[config.mk]
export PLATFORM = sky130hd
export DESIGN_NAME = rst_ctrl
export DESIGN_NICKNAME = d
export VERILOG_FILES = /design/src/sv/rst_pkg.sv /design/src/sv/rst_ctrl.sv
export SDC_FILE = /design/constraint.sdc
export NUM_CORES = 1
export LEC_CHECK = 0
export BUFFER_PORTS_ARGS = -buffer_cell sky130_fd_sc_hd__buf_2
export CAP_MARGIN = 20
export CORE_AREA = 2 2 39 41
export CTS_CLUSTER_SIZE = 25
export DETAILED_ROUTE_END_ITERATION = 10
export DIE_AREA = 0 0 41 43
export GPL_ROUTABILITY_DRIVEN = 0
export SLEW_MARGIN = 20
export SYNTH_ARGS = -nofsm -noshare
export SYNTH_HDL_FRONTEND = slang
export SYNTH_SLANG_ARGS = --single-unit
[constraint.sdc]
create_clock -name clk -period 1.6 [get_ports clk]
set_input_delay 0.08 -clock clk [delete_from_list [all_inputs] [get_ports clk]]
set_output_delay 0.08 -clock clk [all_outputs]
set_load 0.01 [all_outputs]
[src/sv/rst_pkg.sv]
// ----------------------------------------------------------------------------
// rst_pkg: shared types and constants for the race split timer
// Holds mode and event codes, register indexes and the controller interface.
// ----------------------------------------------------------------------------
package rst_pkg;

  localparam int MaxSplits = 16;
  localparam int GateSlots = 128;
  localparam int SplitIdxW = $clog2(MaxSplits + 1);
  localparam int GateIdxW  = $clog2(GateSlots);
  localparam int UsPerMs   = 1000;

  // Race modes.
  localparam logic [1:0] RM_IDLE     = 2'd0;
  localparam logic [1:0] RM_STAGED   = 2'd1;
  localparam logic [1:0] RM_RACING   = 2'd2;
  localparam logic [1:0] RM_FINISHED = 2'd3;

  // Input item kinds.
  localparam logic [1:0] KIND_TICK  = 2'd0;
  localparam logic [1:0] KIND_STAGE = 2'd1;
  localparam logic [1:0] KIND_GATE  = 2'd2;

  // Gate commands.
  localparam logic [7:0] CMD_START  = 8'd1;
  localparam logic [7:0] CMD_FINISH = 8'd2;
  localparam logic [7:0] CMD_SPLIT  = 8'd3;

  // Result event codes.
  localparam logic [3:0] EV_NONE      = 4'd0;
  localparam logic [3:0] EV_STAGED    = 4'd1;
  localparam logic [3:0] EV_STAGE_IGN = 4'd2;
  localparam logic [3:0] EV_STARTED   = 4'd3;
  localparam logic [3:0] EV_SPLIT     = 4'd4;
  localparam logic [3:0] EV_SPLIT_OVF = 4'd5;
  localparam logic [3:0] EV_REPLAY    = 4'd6;
  localparam logic [3:0] EV_TOTAL     = 4'd7;
  localparam logic [3:0] EV_IGNORED   = 4'd8;
  localparam logic [3:0] EV_DUP       = 4'd9;
  localparam logic [3:0] EV_BAD_GATE  = 4'd10;
  localparam logic [3:0] EV_STAGE_TO  = 4'd11;
  localparam logic [3:0] EV_HOLD_OVER = 4'd12;

  // Configuration register indexes.
  localparam logic [1:0] REG_STAGING_TIMEOUT = 2'd0;
  localparam logic [1:0] REG_FINISH_HOLD     = 2'd1;
  localparam logic [1:0] REG_GATE_LIMIT      = 2'd2;

  typedef enum logic [2:0] {
    ST_IDLE,
    ST_LOOKUP,
    ST_CHECK,
    ST_DIVIDE,
    ST_EMIT,
    ST_REPLAY
  } ctrl_state_t;

  // Commands from the controller to the datapath.
  typedef struct packed {
    logic       capture;    // latch the input item
    logic       timeout;    // apply timeout check
    logic       div_start;  // start the elapsed divider
    logic       handle;     // apply main event, stage outgoing beat
    logic       replay;     // stage replay beat
    logic       rd_next;    // advance replay read pointer
  } dp_cmd_t;

  // Status from the datapath to the controller.
  typedef struct packed {
    logic       out_busy;   // output register holds an untaken beat
    logic       div_done;
    logic       replay_more;
  } dp_sts_t;

endpackage

[src/sv/rst_ctrl.sv]
// ----------------------------------------------------------------------------
// rst_ctrl: sequencer of the race split timer
// Steps one item through lookup, timeout check, divide, emit and replay.
// ----------------------------------------------------------------------------
module rst_ctrl
  import rst_pkg::*;
(
  input  logic    clk,
  input  logic    rst,
  input  logic    in_valid,
  output logic    in_ready,
  input  dp_sts_t sts,
  output dp_cmd_t cmd
);

  ctrl_state_t state, state_next;

  always_ff @(posedge clk) begin
    if (rst) begin
      state <= ST_IDLE;
    end else begin
      state <= state_next;
    end
  end

  // Next state and datapath commands.
  always_comb begin
    state_next = state;
    cmd        = '0;
    in_ready   = 1'b0;
    case (state)
      ST_IDLE: begin
        in_ready = 1'b1;
        if (in_valid) begin
          cmd.capture = 1'b1;
          state_next  = ST_LOOKUP;
        end
      end
      ST_LOOKUP: begin
        cmd.div_start = 1'b1;
        state_next    = ST_CHECK;
      end
      ST_CHECK: begin
        if (!sts.out_busy) begin
          cmd.timeout = 1'b1;
          state_next  = ST_DIVIDE;
        end
      end
      ST_DIVIDE: begin
        if (sts.div_done && !sts.out_busy) begin
          state_next = ST_EMIT;
        end
      end
      ST_EMIT: begin
        if (!sts.out_busy) begin
          if (sts.replay_more) begin
            cmd.replay  = 1'b1;
            cmd.rd_next = 1'b1;
            state_next  = ST_REPLAY;
          end else begin
            cmd.handle = 1'b1;
            state_next = ST_IDLE;
          end
        end
      end
      ST_REPLAY: begin
        state_next = ST_EMIT;
      end
      default: state_next = ST_IDLE;
    endcase
  end

endmodule

== Word-level counts from Yosys, hierarchy flattened ==
Index checks and enable logic that the tools add are counted.

* Bits in registers: 3
* Output and inout port bits: 7
* Logic and storage cells: 30

* Eq/ne operators: 9
* Mux-type cells: 16
* Reduce and logical (&&, ||, !) cells: 4

{| class="wikitable"
|+ Operators with widths
! kind !! count
|-
| 2-to-1 mux 3 bit || 7
|-
| one-hot mux 3 bit (6 select lines) || 1
|-
| != test 2 bit, second input constant || 4
|-
| 2-to-1 mux 1 bit || 7
|-
| == test 3 x 2 -> 1 bit, second input constant || 2
|-
| == test 3 bit, second input constant || 2
|-
| AND reduction 4 bit || 1
|-
| == test 3 x 1 -> 1 bit, second input constant || 1
|-
| logical NOT 3 bit || 1
|-
| 2-to-1 mux 2 bit || 1
|-
| logical AND 1 bit || 1
|-
| logical NOT 1 bit || 1
|}

== Longest topological paths before layout ==
Gate-level depths: netlist of the first run.

* Depth in word-level cells: 4
* Gate-level depth with buffers: 5
* Gate-level depth less buffers: 4

== Worst setup path before layout of the first run ==
Ideal clock, no wire load.

* Path type: reg-to-output
* Start point: register state[0]
* End point: output cmd[5] (netlist name)
* Data arrival time: 1.000 ns
* Data required time: 1.520 ns
* Slack: 0.520 ns
* Stages on the path, launching flop included: 4
* Buffers on the path: 1
* Cell sequence: dfxtp_1 -> buf_4 -> nor3_1 -> and2_1

{| class="wikitable"
|+ RTL lines
! element !! RTL line !! RTL
|-
| from (decl) || rst_ctrl.sv:16 || <nowiki>ctrl_state_t state, state_next;</nowiki>
|-
| from (signal assigned) || rst_ctrl.sv:22 || <nowiki>state <= state_next;</nowiki>
|-
| to (decl) || rst_ctrl.sv:13 || <nowiki>output dp_cmd_t cmd</nowiki>
|}

==> flow_metrics.py, run 1 <==
metrics = {
    "global_routing": {
        "overflow": 0,
        "grt_use_met2": 0.109,
        "grt_start_max_net_pins": 10,
        "grt_pass1_wl_mm": 1.08,
        "grt_pass1_vias": 248,
        "grt_use_met3": 0.0681,
        "groute.layer.met1.usage": 0.118,
        "antenna_found_initial": 0,
        "busiest_layer": "met1",
        "grt_use_total": 0.0942,
    },
    "worst_setup_path": {
        "reg2reg_slack_ns": 0.45,
        "crit_family": "flip-flops",
        "max_stage_delay_ns": 0.48,
        "cp-end-kind": "output port",
        "crit_chain": "nor2b_1 -> and3_1 -> buf_2",
        "cp-start-kind": "flip-flop",
        "slowest_stage": "dfxtp_1",
        "critPathKind": "flip-flop to output port",
        "worstPathRequired_ns": 1.52,
        "crit_path_max_fanout": 9,
        "arrival_ns": 1.28,
        "critPathBufInv": 1,
    },
    "clock_tree": {
        "cts_hold_buffers": 0,
        "cts_tree": "yes",
        "htree_levels": 1,
        "numCtsBuffers": 3,
        "clk_pin_slew_ns": 0.04,
        "cts_resized": 0,
        "cts_sinks": 3,
        "insertion_delay_ns": 0.24,
        "cts_root_buffer": "clkbuf_4",
        "cts_setup_buffers": 0,
        "clk_path_buf_depth": 2,
    },
    "place": {
        "io_buffers": 12,
        "place_ws_ns": 0.464,
        "dp_hpwl_um": 441,
        "placed_cell_area_sq_um": 297,
    },
    "die": {
        "io_pins": 13,
        "placementRows": 14,
        "die_x_um": 41,
        "die_area_sq_um": 1760,
        "core_sq_um": 1380,
        "floorplan.initialDensity": 0.171,
        "die_h_um": 43,
    },
    "synth": {
        "synth.distinct_cells": 20,
        "syn_area_sq_um": 236,
        "post_synth.cell_area_avg_sq_um": 7.88,
        "synth_most_common_cell": "nor2_1",
        "synthFlopType": "dfxtp_1",
        "ys_seq_area_frac": 0.254,
        "synthArstFlopShare": 0,
        "synth-edff-count": 0,
        "synth_area_leader_cell": "dfxtp_1",
        "syn-num-nets": 36,
        "ys_ff_latch": 3,
        "synth_top_area_share": 0.254,
        "yosys_warnings": 0,
        "synth.area.top_cells": "dfxtp_1 25%, a2111oi_2 6.3%, buf_4 6.3%",
        "syn_inst": 30,
        "synthTopCellsByCount": "4 x nor2_1, 3 x dfxtp_1",
    },
    "finish": {
        "largest_register": "state",
        "diodes": 0,
        "synthToLayoutAreaGrowth_pct": 36.5,
        "drive_gt1_frac": 0.395,
        "final_nets": 50,
        "final_area_sq_um": 323,
        "largestRegisters": "state (3)",
        "largest_reg_flops": 3,
    },
    "sta": {
        "fin_skew_ns": 0.00169,
        "hold_viol_final": 0,
        "drv_slew": 0,
        "setup_viol": 0,
        "tightest_slew_ns": 0.297,
        "layout_setup_ws_ns": 0.241,
        "min_period_ns": 1.36,
        "min_period_over_period": 0.849,
        "max_freq_ghz": 0.736,
        "grt_setup_unrepaired": "false",
        "maxSlewHeadroom": 0.802,
        "holdWs_ns": 0.0742,
        "fin_tns_setup_ns": 0,
    },
    "run": {
        "maxCapViolations": 0,
    },
    "power": {
        "vdd_ir_drop_max_uv": 341,
        "pwr_density_cell_nw_per_um2": 996,
        "p_total_uw": 322,
        "leakagePower_nw": 0.158,
    },
    "outcome": {
        "status": "complete, no violations",
    },
    "routing": {
        "viasPerCell": 4.39,
        "drt-total-wl_um": 574,
        "drc": 0,
        "drt_first_pass_iters": 2,
        "wire_per_inst_um": 9.73,
        "initialDrtViolationCount": 4,
        "vias": 259,
        "antenna_left": 0,
    },
    "min_path": {
        "hp-class": "primary input to flip-flop",
    },
}
[worst reg2reg max path, delay by kind of cell, from the launching register on]
| kind | cells | cell delay [ns] |
|---|---|---|
| flops | 1 | 0.48 |
| simple gates | 2 | 0.41 |
| compound gates | 2 | 0.21 |
[layout make-up]
type,instances,area [sq um]
tap,16,20.0
clock buffer,4,26.3
sequential,3,60.1
fill,153,1060
inverter,2,7.51
multi-input combinational,22,149
timing repair buffer,12,60.1
[worst paths after layout]
kind	start	end	depth (start not counted)
hold reg to reg	state[2]	state[1]	1
hold / removal	rst	state[1]	2
setup / recovery	state[2]	cmd[0]	3
setup reg to reg	state[0]	state[0]	4
[layout by cell type, fill, tap and decap left out, drive strengths merged]
master	instances
buf	12
nor2	4
clkbuf	4
dfxtp	3
nor3b	2
nor2b	2
and3	2
inv	2
nor3	1
nor4b	1
and2	1
and3b	1
a2111oi	1
o22ai	1
a211oi	1
o211ai	1
a21oi	1
nand2	1
o21ai	1
a41o	1
[power by group]
group	switching, mW	internal (mW)	total, mW
registers	0.0193	0.0843	0.104
logic	0.0408	0.0418	0.0826
clock network	0.0417	0.0936	0.135
total	0.102	0.220	0.322
[stage by stage]
step,utilization,cells
global placement,0.214,55
detailed placement,0.214,55
global route,0.233,59
floorplan,-,30
finish,0.233,59
CTS,0.233,59
[kinds of logic after synthesis]
logic type / Yosys count / share of synthesized area
and+or+nand+nor: 15 / 0.370
DFF: 3 / 0.254
buffers and inverters: 5 / 0.116
AOI/OAI and AO/OA: 7 / 0.259
[per-layer routing]
metal	wire, um	part of all wire	vias up
met5	0	0	-
met4	0	0	0
met3	48	0.084	0
met2	268	0.47	10
met1	257	0.45	116
li1	-	-	133
Power figures use the tool's default switching activity.
==> run 2, diff against run 1 <==
- clock period: 1.6 -> 1.2 ns (I/O delays scaled with it)
==> run 2 against run 1 <==
Global-route usage is essentially flat; clock power up 36%; design area increased by 25%; first-iteration DRC count down 75%; die area unchanged; critical path depth unchanged; largest power group unchanged; register-to-register slack got worse by 0.30 ns; sequential power up 38%.
==> flow_metrics.py, run 2 (same netlist as run 1, synthesis figures left out) <==
metrics = {
    "outcome": {
        "status": "complete, no violations",
    },
    "power": {
        "p_total_uw": 492,
        "vdd_ir_drop_max_uv": 525,
        "pwr_density_cell_nw_per_um2": 1220,
        "leakagePower_nw": 0.183,
    },
    "sta": {
        "min_period_over_period": 0.973,
        "hold_viol_final": 0,
        "grt_setup_unrepaired": "true",
        "holdWs_ns": 0.0418,
        "setup_viol": 0,
        "min_period_ns": 1.17,
        "layout_setup_ws_ns": 0.0325,
        "tightest_slew_ns": 0.244,
        "maxSlewHeadroom": 0.837,
        "drv_slew": 0,
        "fin_skew_ns": 0.0115,
        "max_freq_ghz": 0.857,
    },
    "global_routing": {
        "overflow": 0,
        "antenna_found_initial": 0,
        "busiest_layer": "met2",
        "grt_start_max_net_pins": 9,
        "grt_pass1_vias": 259,
        "grt_use_met3": 0.0471,
        "grt_pass1_wl_mm": 1.08,
        "groute.layer.met1.usage": 0.113,
        "grt_use_total": 0.0944,
        "grt_use_met2": 0.128,
    },
    "finish": {
        "final_cell_mix": "12 x buf_2, 3 x nor2_1, 3 x clkbuf_4",
        "synthToLayoutAreaGrowth_pct": 70.9,
        "final_nets": 53,
        "multi_input_area_sq_um": 195,
        "largestRegisters": "state (3)",
        "nFillCells": 158,
        "largest_reg_flops": 3,
        "fin_util": 0.292,
        "final_common_cell": "buf_2",
        "drive_gt1_frac": 0.609,
        "diodes": 0,
        "largest_register": "state",
        "regArea_sq_um": 68.8,
    },
    "worst_setup_path": {
        "r2r-end": "state[1]",
        "cp-end-kind": "output port",
        "arrival_ns": 1.11,
        "cp-start-kind": "flip-flop",
        "reg2reg_slack_ns": 0.15,
        "r2r-start": "state[1]",
        "worstPathRequired_ns": 1.14,
        "worst-r2r-cell-count": 2,
        "critPathKind": "flip-flop to output port",
        "crit_path_max_fanout": 5,
    },
    "clock_tree": {
        "numCtsBuffers": 3,
        "cts_root_buffer": "clkbuf_4",
        "cts_hold_buffers": 0,
        "insertion_delay_ns": 0.24,
        "htree_levels": 1,
        "clk_pin_slew_ns": 0.04,
        "cts_tree": "yes",
        "cts_sinks": 3,
        "clk_path_buf_depth": 2,
    },
    "routing": {
        "vias": 270,
        "antenna_left": 0,
        "drt-total-wl_um": 682,
        "drt_first_pass_iters": 2,
        "wire_per_inst_um": 11.0,
        "drc": 0,
        "viasPerCell": 4.35,
        "initialDrtViolationCount": 1,
    },
    "run": {
        "maxCapViolations": 0,
    },
    "min_path": {
        "hp-class": "primary input to flip-flop",
        "min_to": "state[1]",
        "hold_start": "rst",
        "hold_depth": 2,
    },
    "die": {
        "die_area_sq_um": 1760,
        "placementRows": 14,
        "io_pins": 13,
        "die_h_um": 43,
        "floorplan.initialDensity": 0.171,
        "die_x_um": 41,
        "core_sq_um": 1380,
    },
    "place": {
        "place_ws_ns": 0.156,
        "dp_hpwl_um": 502,
        "io_buffers": 12,
    },
}
run 2: how the worst max path moves through the flow:
stage / slack [ns] / from / to / depth (start not counted)
after floorplan: 0.14 / state[0] / cmd[5] / 3
after global placement: 0.16 / state[1] / state[1] / 2
after detailed placement: 0.16 / state[1] / state[1] / 2
after CTS: 0.008 / state[2] / cmd[1] / 3
after global routing: -0.03 / state[0] / cmd[4] / 3
final: 0.03 / state[0] / cmd[4] / 3
run 2: repair_timing:
action,4_1_cts,5_1_grt
buffers inserted,0,1
endpoints found under the setup margin,5,5
pin swaps,2,3
gates resized for setup,8,7
run 2: through the flow:
step | setup TNS (ns) | cell area (sq um) | cells
after CTS | 0 | 362 | 61
final | 0 | 404 | 62
after floorplan | 0 | 236 | 30
after global placement | 0 | 312 | 57
after global routing | -0.0852 | 404 | 62
after detailed placement | 0 | 312 | 57
run 2: where the power goes:
group / total [mW] / switching, mW / internal (mW) / leakage [nW]
logic: 0.165 / 0.0743 / 0.0903 / 0.142
registers: 0.144 / 0.0299 / 0.114 / 0.0264
clock network: 0.184 / 0.0586 / 0.125 / 0.0150
total: 0.492 / 0.163 / 0.330 / 0.183
run 2: routing by layer:
layer / vias up / wire length (um)
met5: - / 0
met4: 0 / 0
met3: 0 / 18
met2: 6 / 352
met1: 125 / 311
li1: 139 / -
run 2: worst max-delay path: stages (launching register included):
cell and delay [ns]:
dfxtp_4 0.35, buf_6 0.13, nor4b_4 0.23, buf_2 0.16
run 2: cell type report:
type / count / share of cell area
clock buffer: 4 / 0.0650
inverter: 2 / 0.0186
multi-input combinational: 22 / 0.483
sequential: 3 / 0.170
tap: 16 / 0.0495
timing repair buffer: 15 / 0.214
==> run 3, diff against run 2 <==
--- a/config.mk
+++ b/config.mk
@@ -7,2 +7,3 @@
 export LEC_CHECK = 0
+export ABC_CLOCK_PERIOD_IN_PS = 1200
 export BUFFER_PORTS_ARGS = -buffer_cell sky130_fd_sc_hd__buf_2
--- a/constraint.sdc
+++ b/constraint.sdc
@@ -3,2 +3,2 @@
 set_output_delay 0.06 -clock clk [all_outputs]
-set_load 0.01 [all_outputs]
+set_load 0.005 [all_outputs]
==> run 3 against run 2 <==
Highest routed layer unchanged; sequential power decreased by 5%; register-to-register slack about the same; core utilization decreased by 1.5 points; maximum frequency increased by 1.7%; global-route usage increased by 0.10 points; largest cell class unchanged; critical path depth unchanged; critical path type unchanged.
==> flow_metrics.py, run 3 (same netlist as run 1, synthesis figures left out) <==
metrics = {
    "sta": {
        "max_freq_ghz": 0.871,
        "drv_slew": 0,
        "fin_skew_ns": 0.0109,
        "min_period_ns": 1.15,
        "setup_viol": 0,
        "grt_setup_unrepaired": "true",
        "tightest_slew_ns": 0.251,
        "maxSlewHeadroom": 0.832,
        "hold_viol_final": 0,
        "min_period_over_period": 0.957,
        "holdWs_ns": 0.0408,
    },
    "global_routing": {
        "antenna_found_initial": 0,
        "overflow": 0,
        "grt_start_max_net_pins": 9,
        "grt_pass1_vias": 266,
        "grt_pass1_wl_mm": 1.08,
        "grt_use_total": 0.0954,
    },
    "worst_setup_path": {
        "cp-end-kind": "output port",
        "cp-start-kind": "flip-flop",
        "max_stage_delay_ns": 0.37,
        "crit_family": "flip-flops",
        "worstPathRequired_ns": 1.14,
        "path_depth": 3,
        "arrival_ns": 1.09,
        "crit_path_max_fanout": 8,
        "critPathKind": "flip-flop to output port",
        "critPathBufInv": 1,
        "slowest_stage": "dfxtp_2",
        "worst-r2r-cell-count": 2,
        "crit_chain": "nor2_2 -> and3_1 -> buf_2",
        "reg2reg_slack_ns": 0.16,
    },
    "power": {
        "leakagePower_nw": 0.180,
        "vdd_ir_drop_max_uv": 497,
        "p_total_uw": 460,
        "pwr_density_cell_nw_per_um2": 1200,
    },
    "routing": {
        "highest-signal-layer": "met3",
        "antenna_left": 0,
        "drt-total-wl_um": 668,
        "wl_met3_um": 17,
        "dr_wl_met2_um": 343,
        "wire_per_inst_um": 11.0,
        "drc": 0,
        "initialDrtViolationCount": 4,
        "met1Wirelength_um": 308,
        "vias": 265,
        "drt_first_pass_iters": 3,
        "viasPerCell": 4.34,
    },
    "finish": {
        "fin_util": 0.277,
        "synthToLayoutAreaGrowth_pct": 61.9,
        "final_common_cell": "buf_2",
        "largest_register": "state",
        "final_nets": 52,
        "diodes": 0,
        "largest_reg_flops": 3,
        "final_cell_mix": "12 x buf_2, 3 x nor2_1, 3 x clkbuf_4",
        "largestRegisters": "state (3)",
        "drive_gt1_frac": 0.600,
    },
    "clock_tree": {
        "cts_tree": "yes",
        "cts_root_buffer": "clkbuf_4",
        "numCtsBuffers": 3,
        "clk_path_buf_depth": 2,
        "clk_pin_slew_ns": 0.04,
        "cts_sinks": 3,
        "cts_setup_buffers": 0,
        "htree_levels": 1,
        "insertion_delay_ns": 0.24,
    },
    "die": {
        "io_pins": 13,
        "core_sq_um": 1380,
        "floorplan.initialDensity": 0.171,
        "die_area_sq_um": 1760,
        "placementRows": 14,
        "die_x_um": 41,
        "die_h_um": 43,
    },
    "min_path": {
        "hp-class": "primary input to flip-flop",
        "hold_depth": 2,
    },
    "run": {
        "maxCapViolations": 0,
    },
    "place": {
        "io_buffers": 12,
        "dp_hpwl_um": 502,
    },
    "outcome": {
        "status": "complete, no violations",
    },
}
[run 3: layout make-up]
cell class / count / area (sq um)
clock buffer: 4 / 26.3
fill: 162 / 1000
timing repair buffer: 14 / 78.8
tap: 16 / 20.0
multi-input combinational: 22 / 184
inverter: 2 / 7.51
sequential: 3 / 66.3
[run 3: power breakdown]
group          switching [mW]  leakage, nW  internal (mW)
registers              0.0244       0.0261          0.113
clock network          0.0581       0.0150          0.125
logic                  0.0613        0.139         0.0781
total                   0.144        0.180          0.316
[run 3: metrics by stage]
stage | setup WS [ns] | setup TNS (ns) | std cells | cell area, sq um
5_1_grt | -0.0272 | -0.0550 | 61 | 383
3_5_place_dp | 0.156 | 0 | 57 | 312
3_3_place_gp | 0.165 | 0 | 57 | 312
6_report | 0.0517 | 0 | 61 | 383
2_1_floorplan | 0.147 | 0 | 30 | 236
4_1_cts | 0.0259 | 0 | 61 | 358
[run 3: what timing repair did]
action	CTS	global route
hold buffers	0	0
gates cloned	0	0
pin swaps	1	1
resized for setup	7	5
setup endpoints to repair	5	6
[run 3: worst paths after layout]
check	from	end
worst min-delay path	rst	state[1]
worst min register to register	state[1]	state[2]
worst max-delay path	state[1]	cmd[0]
worst max register to register	state[1]	state[1]
[run 3: metal layers]
metal,GRT usage,vias to the layer above
met2,0.138,6
met1,0.106,122
li1,-,137
met4,0.0600,0
met5,0,-
met3,0.0471,0
